### config.mk
export PLATFORM = sky130hd
export DESIGN_NAME = voice_pool_allocator_unit
export DESIGN_NICKNAME = d
export VERILOG_FILES = /design/src/rtl/core/vpa_pkg.sv /design/src/rtl/core/vpa_ctrl.sv /design/src/rtl/core/vpa_dp.sv /design/src/rtl/core/voice_pool_allocator_unit.sv
export SDC_FILE = /design/constraint.sdc
export NUM_CORES = 1
export LEC_CHECK = 0
export ABC_AREA = 1
export CAP_MARGIN = 5
export CORE_ASPECT_RATIO = 1.4
export CORE_MARGIN = 1
export CORE_UTILIZATION = 30
export CTS_BUF_LIST = sky130_fd_sc_hd__clkbuf_4 sky130_fd_sc_hd__clkbuf_8
export DETAILED_ROUTE_END_ITERATION = 8
export DONT_BUFFER_PORTS = 1
export GPL_TIMING_DRIVEN = 0
export PLACE_DENSITY = 0.46
export SLEW_MARGIN = 20
export SYNTH_ARGS = -nofsm -noshare
export SYNTH_HDL_FRONTEND = slang
export SYNTH_SLANG_ARGS = --single-unit
### constraint.sdc
create_clock -name aclk -period 5.7 [get_ports aclk]
set_input_delay 0.855 -clock aclk [delete_from_list [all_inputs] [get_ports aclk]]
set_output_delay 0.855 -clock aclk [all_outputs]
set_load 0.02 [all_outputs]
### src/rtl/core/vpa_pkg.sv
// vpa_pkg: shared types, constants and helper functions of the voice pool allocator
// used by vpa_ctrl, vpa_dp and voice_pool_allocator_unit; no dependencies
`timescale 1ns / 1ps
`default_nettype none
package vpa_pkg;

    // pool geometry
    localparam int NUM_VOICES      = 48;
    localparam int VOICES_PER_CORE = 24;
    localparam int OWNER_BITS      = 16;

    // field widths
    localparam int OP_W      = 2;
    localparam int OWNER_W   = 16;
    localparam int VOICE_W   = 6;
    localparam int SLOT_W    = 5;
    localparam int STATUS_W  = 2;
    localparam int VOICE_SPACE = 1 << VOICE_W;

    // stream widths
    localparam int S_TDATA_W = 24;
    localparam int S_TUSER_W = 3;
    localparam int M_TDATA_W = 24;
    localparam int M_TUSER_W = 2;

    typedef enum logic [OP_W-1:0] {
        OP_MONO    = 2'd0,
        OP_STEREO  = 2'd1,
        OP_RELEASE = 2'd2
    } op_t;

    typedef enum logic [STATUS_W-1:0] {
        ST_OK       = 2'd0,
        ST_NOFREE   = 2'd1,
        ST_NOTUSED  = 2'd2,
        ST_MISMATCH = 2'd3
    } status_t;

    typedef enum logic [1:0] {
        S_IDLE,
        S_FIRST,
        S_SECOND
    } state_t;

    // controller to datapath
    typedef struct packed {
        logic load;     // capture the input transfer
        logic first;    // first search / owner read cycle
        logic commit;   // update state and load the result register
    } ctrl_cmd_t;

    // datapath to controller
    typedef struct packed {
        logic out_stall;   // result register full and not being taken
    } dp_status_t;

    // lowest clear bit of one half: {found, position}
    function automatic logic [SLOT_W:0] lowest_free(input logic [VOICES_PER_CORE-1:0] busy);
        logic              found;
        logic [SLOT_W-1:0] pos;
        found = 1'b0;
        pos   = '0;
        for (int i = VOICES_PER_CORE - 1; i >= 0; i--) begin
            if (!busy[i]) begin
                found = 1'b1;
                pos   = SLOT_W'(i);
            end
        end
        return {found, pos};
    endfunction

    // position within a half to voice number
    function automatic logic [VOICE_W-1:0] to_voice(input logic [SLOT_W-1:0] pos,
                                                    input logic reverb);
        return VOICE_W'(pos) + (reverb ? VOICE_W'(0) : VOICE_W'(VOICES_PER_CORE));
    endfunction

    // voice number to {core, slot}, one compare and subtract
    function automatic logic [SLOT_W:0] voice_split(input logic [VOICE_W-1:0] v);
        logic core;
        logic [VOICE_W-1:0] rem;
        core = (v >= VOICE_W'(VOICES_PER_CORE));
        rem  = core ? (v - VOICE_W'(VOICES_PER_CORE)) : v;
        return {core, rem[SLOT_W-1:0]};
    endfunction

endpackage
`default_nettype wire

### src/rtl/core/vpa_ctrl.sv
// vpa_ctrl: sequencing state machine of the voice pool allocator
// depends on vpa_pkg (state_t, ctrl_cmd_t, dp_status_t)
`timescale 1ns / 1ps
`default_nettype none
module vpa_ctrl (
    input  wire logic                aclk,
    input  wire logic                aresetn,
    input  wire logic                s_tvalid,
    output logic                     s_tready,
    input  wire vpa_pkg::dp_status_t st,
    output vpa_pkg::ctrl_cmd_t       cmd
);
    import vpa_pkg::*;

    state_t state_reg, state_next;

    // state register
    always_ff @(posedge aclk) begin
        if (!aresetn) begin
            state_reg <= S_IDLE;
        end else begin
            state_reg <= state_next;
        end
    end

    // next state and commands
    always_comb begin
        state_next = state_reg;
        s_tready   = 1'b0;
        cmd        = '0;
        case (state_reg)
            S_IDLE: begin
                s_tready = 1'b1;
                if (s_tvalid) begin
                    cmd.load   = 1'b1;
                    state_next = S_FIRST;
                end
            end
            S_FIRST: begin
                cmd.first  = 1'b1;
                state_next = S_SECOND;
            end
            S_SECOND: begin
                // finish once the result register can take the result
                if (!st.out_stall) begin
                    cmd.commit = 1'b1;
                    s_tready   = 1'b1;
                    if (s_tvalid) begin
                        cmd.load   = 1'b1;
                        state_next = S_FIRST;
                    end else begin
                        state_next = S_IDLE;
                    end
                end
            end
            default: begin
                state_next = S_IDLE;
            end
        endcase
    end

endmodule
`default_nettype wire

### src/rtl/core/vpa_dp.sv
// vpa_dp: datapath of the voice pool allocator: busy bits, owner memory,
// priority searches and result register; depends on vpa_pkg
`timescale 1ns / 1ps
`default_nettype none
module vpa_dp (
    input  wire logic                              aclk,
    input  wire logic                              aresetn,
    input  wire vpa_pkg::ctrl_cmd_t                cmd,
    output vpa_pkg::dp_status_t                    st,
    input  wire logic [vpa_pkg::S_TDATA_W-1:0]     s_tdata,  // owner_id, voice_index
    input  wire logic [vpa_pkg::S_TUSER_W-1:0]     s_tuser,  // op, use_reverb_pool
    input  wire logic                              m_tready,
    output logic                                   m_tvalid,
    output logic [vpa_pkg::M_TDATA_W-1:0]          m_tdata,
    output logic [vpa_pkg::M_TUSER_W-1:0]          m_tuser
);
    import vpa_pkg::*;

    // captured request
    logic [OP_W-1:0]       op_reg;
    logic                  reverb_reg;
    logic [OWNER_BITS-1:0] owner_reg;
    logic [VOICE_W-1:0]    idx_reg;

    // allocation state
    logic [NUM_VOICES-1:0] busy_reg, busy_next;
    logic [OWNER_BITS-1:0] owner_mem [NUM_VOICES];
    logic [OWNER_BITS-1:0] rdata_reg;

    // first search result
    logic                  found1_reg;
    logic [SLOT_W-1:0]     pos1_reg;

    // result register
    logic                  m_tvalid_reg, m_tvalid_next;
    logic [M_TDATA_W-1:0]  m_tdata_reg, m_tdata_next;
    logic [M_TUSER_W-1:0]  m_tuser_reg, m_tuser_next;

    logic [VOICES_PER_CORE-1:0] half_busy, half_busy2;
    logic [SLOT_W:0]            search1, search2;
    logic [VOICE_W-1:0]         voice1, voice2, voice1_now;
    logic [SLOT_W:0]            split1, split2;
    logic [VOICE_SPACE-1:0]     busy_pad;
    logic                       idx_in_range, rel_busy, is_claim, stereo_ok;
    status_t                    status;
    logic                       put1, put2;

    // capture the input transfer
    always_ff @(posedge aclk) begin
        if (cmd.load) begin
            op_reg     <= s_tuser[OP_W-1:0];
            reverb_reg <= s_tuser[OP_W];
            owner_reg  <= s_tdata[OWNER_BITS-1:0];
            idx_reg    <= s_tdata[OWNER_W +: VOICE_W];
        end
    end

    // searches over the chosen half
    always_comb begin
        half_busy  = reverb_reg ? busy_reg[VOICES_PER_CORE-1:0]
                                : busy_reg[NUM_VOICES-1:VOICES_PER_CORE];
        search1    = lowest_free(half_busy);
        voice1_now = to_voice(search1[SLOT_W-1:0], reverb_reg);
        half_busy2 = half_busy | (VOICES_PER_CORE'(1) << pos1_reg);
        search2    = lowest_free(half_busy2);
        voice1     = to_voice(pos1_reg, reverb_reg);
        voice2     = to_voice(search2[SLOT_W-1:0], reverb_reg);
        split1     = voice_split(voice1);
        split2     = voice_split(voice2);
    end

    assign is_claim     = (op_reg == OP_MONO) || (op_reg == OP_STEREO);
    assign stereo_ok    = (op_reg == OP_STEREO) && found1_reg && search2[SLOT_W];
    assign idx_in_range = (idx_reg < VOICE_W'(NUM_VOICES));
    assign busy_pad     = VOICE_SPACE'(busy_reg);
    assign rel_busy     = idx_in_range && busy_pad[idx_reg];

    // first search is held for the finishing cycle
    always_ff @(posedge aclk) begin
        if (cmd.first) begin
            found1_reg <= search1[SLOT_W];
            pos1_reg   <= search1[SLOT_W-1:0];
        end
    end

    // owner memory: tag the first voice early, the second at commit
    always_ff @(posedge aclk) begin
        if (cmd.first && is_claim && search1[SLOT_W]) begin
            owner_mem[voice1_now] <= owner_reg;
        end else if (cmd.commit && stereo_ok) begin
            owner_mem[voice2] <= owner_reg;
        end
        if (idx_in_range) begin
            rdata_reg <= owner_mem[idx_reg];
        end
    end

    // outcome of the request
    always_comb begin
        status    = ST_OK;
        put1      = 1'b0;
        put2      = 1'b0;
        busy_next = busy_reg;
        case (op_reg)
            OP_MONO: begin
                if (!found1_reg) begin
                    status = ST_NOFREE;
                end else begin
                    put1              = 1'b1;
                    busy_next[voice1] = 1'b1;
                end
            end
            OP_STEREO: begin
                if (!stereo_ok) begin
                    status = ST_NOFREE;
                end else begin
                    put1              = 1'b1;
                    put2              = 1'b1;
                    busy_next[voice1] = 1'b1;
                    busy_next[voice2] = 1'b1;
                end
            end
            OP_RELEASE: begin
                if (!rel_busy) begin
                    status = ST_NOTUSED;
                end else if (rdata_reg != owner_reg) begin
                    status = ST_MISMATCH;
                end else begin
                    busy_next[idx_reg] = 1'b0;
                end
            end
            default: begin
                status = ST_OK;
            end
        endcase
        m_tuser_next = M_TUSER_W'(status);
        m_tdata_next = {put2 ? split2[SLOT_W-1:0] : SLOT_W'(0),
                        put2 ? split2[SLOT_W] : 1'b0,
                        put2 ? voice2 : VOICE_W'(0),
                        put1 ? split1[SLOT_W-1:0] : SLOT_W'(0),
                        put1 ? split1[SLOT_W] : 1'b0,
                        put1 ? voice1 : VOICE_W'(0)};
    end

    // busy bits
    always_ff @(posedge aclk) begin
        if (!aresetn) begin
            busy_reg <= '0;
        end else if (cmd.commit) begin
            busy_reg <= busy_next;
        end
    end

    // result register
    assign m_tvalid_next = cmd.commit ? 1'b1 : (m_tready ? 1'b0 : m_tvalid_reg);

    always_ff @(posedge aclk) begin
        if (!aresetn) begin
            m_tvalid_reg <= 1'b0;
        end else begin
            m_tvalid_reg <= m_tvalid_next;
        end
    end

    always_ff @(posedge aclk) begin
        if (cmd.commit) begin
            m_tdata_reg <= m_tdata_next;
            m_tuser_reg <= m_tuser_next;
        end
    end

    assign st.out_stall = m_tvalid_reg && !m_tready;
    assign m_tvalid     = m_tvalid_reg;
    assign m_tdata      = m_tdata_reg;
    assign m_tuser      = m_tuser_reg;

endmodule
`default_nettype wire

### src/rtl/core/voice_pool_allocator_unit.sv
// voice_pool_allocator_unit: top level, a request goes through capture, then the first
// search or owner read, then the second search and commit; a new transfer is
// accepted in the commit cycle, so a new request is taken only as the last one commits;
// a result still waiting in the result register holds
// the commit and the input; reset (aresetn low, synchronous): all voices free, no result pending
// depends on vpa_pkg, vpa_ctrl, vpa_dp
`timescale 1ns / 1ps
`default_nettype none
module voice_pool_allocator_unit (
    input  wire logic                          aclk,
    input  wire logic                          aresetn,
    input  wire logic                          s_tvalid,
    output logic                               s_tready,
    input  wire logic [vpa_pkg::S_TDATA_W-1:0] s_tdata,  // owner_id[15:0], voice_index[21:16]
    input  wire logic [vpa_pkg::S_TUSER_W-1:0] s_tuser,  // op[1:0], use_reverb_pool[2]
    output logic                               m_tvalid,
    input  wire logic                          m_tready,
    // first_voice[5:0], first_core[6], first_slot[11:7],
    // second_voice[17:12], second_core[18], second_slot[23:19]
    output logic [vpa_pkg::M_TDATA_W-1:0]      m_tdata,
    output logic [vpa_pkg::M_TUSER_W-1:0]      m_tuser   // status[1:0]
);
    import vpa_pkg::*;

    ctrl_cmd_t  cmd;
    dp_status_t st;

    // sequencing
    vpa_ctrl u_ctrl (
        .aclk     (aclk),
        .aresetn  (aresetn),
        .s_tvalid (s_tvalid),
        .s_tready (s_tready),
        .st       (st),
        .cmd      (cmd)
    );

    // allocation state and result
    vpa_dp u_dp (
        .aclk     (aclk),
        .aresetn  (aresetn),
        .cmd      (cmd),
        .st       (st),
        .s_tdata  (s_tdata),
        .s_tuser  (s_tuser),
        .m_tready (m_tready),
        .m_tvalid (m_tvalid),
        .m_tdata  (m_tdata),
        .m_tuser  (m_tuser)
    );

`ifndef NO_ASSERTIONS
    // a result is never committed over one that is still waiting
    a_no_overwrite: assert property (@(posedge aclk) disable iff (!aresetn)
        cmd.commit |-> !(m_tvalid && !m_tready))
        else $error("result committed while output stalled");

    // every input transfer is followed by its search cycle
    a_accept_then_search: assert property (@(posedge aclk) disable iff (!aresetn)
        (s_tvalid && s_tready) |=> (cmd.first && !s_tready))
        else $error("search cycle missing after input transfer");

    // a stereo pair is reported lowest voice first
    a_pair_order: assert property (@(posedge aclk) disable iff (!aresetn)
        (m_tvalid && m_tuser == ST_OK && m_tdata[17:12] != 6'd0)
            |-> (m_tdata[17:12] > m_tdata[5:0]))
        else $error("stereo pair out of order");
`endif

endmodule
`default_nettype wire
-- Word level (Yosys, flattened, before mapping)
Memories as Yosys holds them, arrays and structs flattened. A register that Yosys moved wholly into a read port is not among the register bits.
Cells that the tools add are included.
- add/sub/neg operators: 5
- order comparisons: 9
- eq/ne operators: 11
- shift-type cells: 1
- multiplexer cells: 143
- bitwise operators: 5
- reduce and logical (&&, ||, !) cells: 19
- operators by type and width (cell ; count):
    2-to-1 mux 5 bit ; 51
    2-to-1 mux 48 bit ; 4
    case mux 48 bit (3 select lines) ; 1
    bitwise OR 48 bit ; 2
    2-to-1 mux 1 bit ; 71
    bitwise AND 48 bit ; 1
    inverter 48 bit ; 1
    2-to-1 mux 24 bit ; 1
    bitwise OR 24 bit ; 1
    << shifter 1 x 5 -> 24 bit, first input constant ; 1
    less-than comparator 6 x 7 -> 1 bit, second input constant ; 3
    adder 5 x 5 -> 6 bit ; 3
    demux 1 bit (select 6 bit) ; 3
    >= comparator 6 x 1 -> 1 bit, second input constant ; 3
    2-to-1 mux 16 bit ; 1
    != test 16 bit ; 1
    OR reduction 16 bit ; 1
    >= comparator 6 x 5 -> 1 bit, second input constant ; 2
    case mux 2 bit (3 select lines) ; 2
    logical AND 1 bit ; 10
    subtractor 5 bit, second input constant ; 2
    2-to-1 mux 2 bit ; 4
    binary-select mux 1 bit (select 6 bit) ; 1
    less-than comparator 6 bit, second input constant ; 1
    other kinds (13) ; 22
- bits in registers: 108
- bits in writable memories: 768
- input port bits: 31
- word-level logic and storage cells: 206
- memories: 1
- memory list (name ; words ; width ; read ports ; clocked after Yosys merged registers in ; wr ports ; RTL line ; source):
    u_dp.owner_mem ; 48 ; 16 ; 1 ; 1 ; 1 ; vpa_dp.sv:27 ; logic [OWNER_BITS-1:0] owner_mem [NUM_VOICES];

-- Longest topological paths before layout
- depth after elaboration: 34
- mapped depth: 34

-- Cells and area by module
A second synthesis with hierarchy kept.
- cell total of the unflattened synthesis: 2841
- area, all modules: 36351.1 um^2
- modules (own cells, without submodules) (module ; instances ; cells each ; area an instance (um^2)):
    vpa_dp ; 1 ; 2825 ; 36241.0
    vpa_ctrl ; 1 ; 16 ; 110.1

-- Least setup slack after synthesis
No wires, ideal clock.
- path type: reg2reg
- start point: register u_dp.pos1_reg[1]
- end point: memory u_dp.owner_mem[11][0], enable pin
- data arrival time: 3724 ps
- setup slack: 1588 ps
- stages on the path, launching flop included: 17
- buffers on the path: 0
- path through: edfxtp_1 > nor2_1 > inv_2 > nor2_4 > nand2_1 > o21ai_2 > nand2_1 > nor2_1 > nand2_1 > a21oi_1 > ha_1 > fa_1 > o21ai_1 > inv_2 > nor2_1 > nand2_1 > nor2_1
- elaborated cells on any way between the ends: 59
- classes of those cells: add/sub: 1; shift: 1; mux: 53; bitwise: 1; reduce/logical: 3
- RTL lines (element ; RTL line ; source):
    start, declared ; vpa_dp.sv:32 ; logic [SLOT_W-1:0] pos1_reg;
    start signal, assigned ; vpa_dp.sv:82 ; pos1_reg <= search1[SLOT_W-1:0];
    << shifter 1 x 5 -> 24 bit * ; vpa_dp.sv:64 ; half_busy2 = half_busy | (VOICES_PER_CORE'(1) << pos1_reg);
    bitwise OR 24 bit * ; vpa_dp.sv:64 ;
    2-to-1 mux 5 bit (23 in series) ; vpa_pkg.sv:64 ; if (!busy[i]) begin
    2-to-1 mux 5 bit * ; vpa_pkg.sv:64 ;
    adder 5 x 5 -> 6 bit * ; vpa_pkg.sv:75 ; return VOICE_W'(pos) + (reverb ? VOICE_W'(0) : VOICE_W'(VOICES_PER_CORE));
    net u_dp.voice2[4] ; vpa_dp.sv:41 ; logic [VOICE_W-1:0] voice1, voice2, voice1_now;
    2-to-1 mux 6 bit (no line) * ; n/a ;
    end, declared ; vpa_dp.sv:27 ;
The timed path passes the listed nets; every way through them passes the cells marked *.

-- Worst setup path in the final report
- start point: register u_dp.reverb_reg
- end point: memory u_dp.owner_mem[11][8], enable pin
- elaborated cells on any way between the ends: 112
- classes of those cells: add/sub: 2; mux: 105; bitwise: 1; reduce/logical: 4
- RTL lines (element ; RTL line ; source):
    start, declared ; vpa_dp.sv:21 ; logic reverb_reg;
    start signal, assigned ; vpa_dp.sv:52 ; reverb_reg <= s_tuser[OP_W];
    2-to-1 mux 24 bit ; vpa_dp.sv:60 ; half_busy = reverb_reg ? busy_reg[VOICES_PER_CORE-1:0]
    bitwise OR 24 bit ; vpa_dp.sv:64 ;
    2-to-1 mux 5 bit (24 in series) ; vpa_pkg.sv:64 ;
    adder 5 x 5 -> 6 bit * ; vpa_pkg.sv:75 ;
    net u_dp.voice2[4] ; vpa_dp.sv:41 ;
    2-to-1 mux 6 bit (no line) * ; n/a ;
Marked as above.

==> flow_summary.yaml <==
yosys:
  avgSynthCellArea_um2: 12.6
  synth_nets: 2920
  yosysTopAreaCell: "edfxtp_1"
  mappedNetlistArea_mm2: 0.0364
  syn_inst: 2879
  yosysWarnings: 0
  ys_seq_elements: 886
  synth.distinct_cells: 57
  synth_edf_count: 835
  ys_async_sr_fraction_pct: 0
  ys_top_cells_by_count: "edfxtp_1 (835), nand2_1 (671), a21oi_1 (239)"
  synth_ff_type: "edfxtp_1"
  yosysMostFrequentCell: "edfxtp_1"
  synth_top_area_share_pct: 69.0
  seq_area_frac_synth_pct: 71.8
  synth_area_leaders: "edfxtp_1 (69%), nand2_1 (6.9%), a21oi_1 (3.3%), dfxtp_1 (2.8%), a22oi_1 (2.1%)"
clock_tree:
  cts_tree: "built"
  path_clk_slew_ns: 0.06
  cts_max_level: 4
  clock-root-buffer: "clkbuf_8"
  cts_buffers: 145
  insertion_delay_ns: 0.91
  cts.sink_count: 886
  max-clock-path-buffers: 3
routing:
  viasPerCell: 5.39
  first_pass_iters: 6
  post_drt_wl_per_cell_um: 31.3
  vias: 26143
  dr.first_iter.drc_count: 2723
  wirelength_um: 152000
  ant_nets: 0
  drc: 0
pwr:
  vdd_ir_drop_max_mv: 0.154
  comb_power_share_pct: 7.2
  p_switching_uw: 3440
  leakagePower_uw: 0.0142
  switching_share_pct: 25.1
  internal-power_uw: 10200
  seq_power_share_pct: 52.8
  power_density_mw_per_mm2: 314
  p_clk_share_pct: 39.9
grt:
  grtUsageMet1_pct: 26.9
  grt_pass1_wl_um: 205000
  gr-usage-all-layers_pct: 24.7
  overflow: 0
  busiest_layer: "met2"
  grt_pass1_vias: 25996
  use_met3_pct: 4.23
  grt_max_degree: 25
  antenna_found_initial: 1
  grtUsageMet2_pct: 42.6
finish:
  drive_above_1_share_pct: 16.6
  nFillCells: 11705
  syn2layout_area_growth_pct: 19.9
  largest_reg_flops: 768
  stdcell_area_mm2: 0.0436
  final_util_pct: 36.4
  nNetsFinal: 3196
die:
  die-height_um: 414
  fp-row-count: 150
  core-area_mm2: 0.120
  initial_core_util_pct: 30.4
  die-area_mm2: 0.123
  ios: 59
  die_w_um: 296
min_path:
  hold_path.class: "in2reg"
  worstHoldStart: "s_tdata[8]"
place:
  dpl-instance-area_mm2: 0.0399
  gp_congestion: 0.987
  dp_hpwl_um: 105000
  port_buffers: 0
timing:
  rsz0062_at_grt: "true"
  hold_viol: 0
  tightestPinTransition_ns: 1.27
  fmax_ghz: 0.177
  final.min_clock_period_ns: 5.65
  slew_violations: 0
  finalSetupViolations: 0
  slew_headroom_pct: 15.6
  min_period_over_period_pct: 99.1
  fin_skew_ns: 0.0814
worst_setup_path:
  cp-end-kind: "flop"
  worstSetupStartpointType: "flop"
  required_ns: 6.25
  path_max_fanout: 11
  worst-setup-path-type: "reg2reg"
  crit_path_start: "u_dp.reverb_reg"
  arrival_ns: 6.20
  r2r-start: "u_dp.reverb_reg"
run_status:
  status: "finished clean"
run:
  maxCapViolCount: 0
## stage by stage
stage               hold WS (ns)  total power, µW  cells  setup WS (ns)  TNS, ns
CTS                       0.0124            13800   4828       0.000367        0
finish                    0.0775            13700   4851         0.0524        0
floorplan                  0.456             7790   2879           1.59        0
global route              0.0254            14000   4851        -0.0629    -1.04
detailed placement         0.478             8330   4541         -0.474  -176.89
global placement           0.473             8270   4475          -1.37  -734.89
## repair_timing
| action | in CTS | in global routing |
|---|---|---|
| pin swaps | 29 | 14 |
| hold buffers | 1 | 0 |
| setup buffers | 40 | 22 |
| endpoints found under the setup margin | 757 | 547 |
| resized for setup | 12 | 11 |
| endpoints found under the hold margin | 1 | 0 |
## path summary, 6_finish.rpt
check / endpoint / slack (ns) / cells after the start
setup / recovery: u_dp.owner_mem[11][8] / 0.05 / 18
hold / removal: u_dp.owner_reg[8] / 0.08 / 0
setup reg to reg: u_dp.owner_mem[11][8] / 0.05 / 18
hold reg to reg: u_dp.busy_reg[43] / 0.49 / 2
## power groups by stage
stage	registers [µW]	clock network [µW]	logic [µW]
final	7230	5460	990
after global routing	7230	5790	1020
after CTS	7230	5550	976
after detailed placement	7360	0	969
after global placement	7460	0	806
after floorplan	7370	0	415
## cell type report
class | count | area (µm²) | area share, %
Tap cell | 1596 | 2000 | 4.58
Antenna cell | 1 | 2.50 | 0.00574
Clock inverter | 47 | 304 | 0.697
Sequential cell | 886 | 26100 | 59.9
Timing Repair Buffer | 129 | 1990 | 4.57
Inverter | 127 | 479 | 1.10
Multi-Input combinational cell | 1702 | 9560 | 21.9
Buffer | 164 | 748 | 1.72
Clock buffer | 199 | 2410 | 5.54
## logic make-up (layout without fill, tap and decap cells)
family,after synthesis,in the layout,synth area share (%)
xor+xnor,10,10,0.241
flops,886,886,71.8
other cells,0,1,0
fa+ha+maj,10,10,0.406
buf+inv,291,666,3.26
simple gates,1013,1013,11.8
compound gates,669,669,12.5
## placed cells by master (no fill, tap or decap), types with 13 or more instances in the layout
cell type,n
buf_16,13
o21ai_0,43
clkbuf_2,23
nand2_1,666
nor2_1,86
dfxtp_1,51
buf_4,47
nand4_1,108
nor2_4,51
buf_1,18
a22oi_1,104
clkbuf_8,147
buf_8,36
clkbuf_4,52
a21oi_1,239
a22o_1,87
edfxtp_1,835
buf_2,23
nor3_2,16
nand3_1,53
a31oi_1,17
inv_1,115
o21ai_1,14
a221oi_1,84
clkbuf_1,84
clkinv_1,20
a21oi_2,18
buf_12,37
clkinv_2,13
## layer usage
metal	part of all wire (%)	wire, µm
met1	36	54200
met2	50	75200
met3	5.9	8930
met4	8.8	13300
met5	0	0
## critical path: stages, from the launching register on
cell,delay [ns]
edfxtp_1,0.62
buf_2,0.28
buf_2,0.19
buf_2,0.19
o21ai_0,0.59
inv_1,0.15
o31ai_1,0.14
nand2_1,0.12
nor2_1,0.15
nand2_1,0.10
a21oi_1,0.30
ha_1,0.24
fa_1,0.54
o21ai_2,0.43
inv_2,0.06
nor2_1,0.29
nand2_2,0.34
nor2_4,0.35
buf_6,0.23
Note: power is estimated with default switching activity, not from simulation.
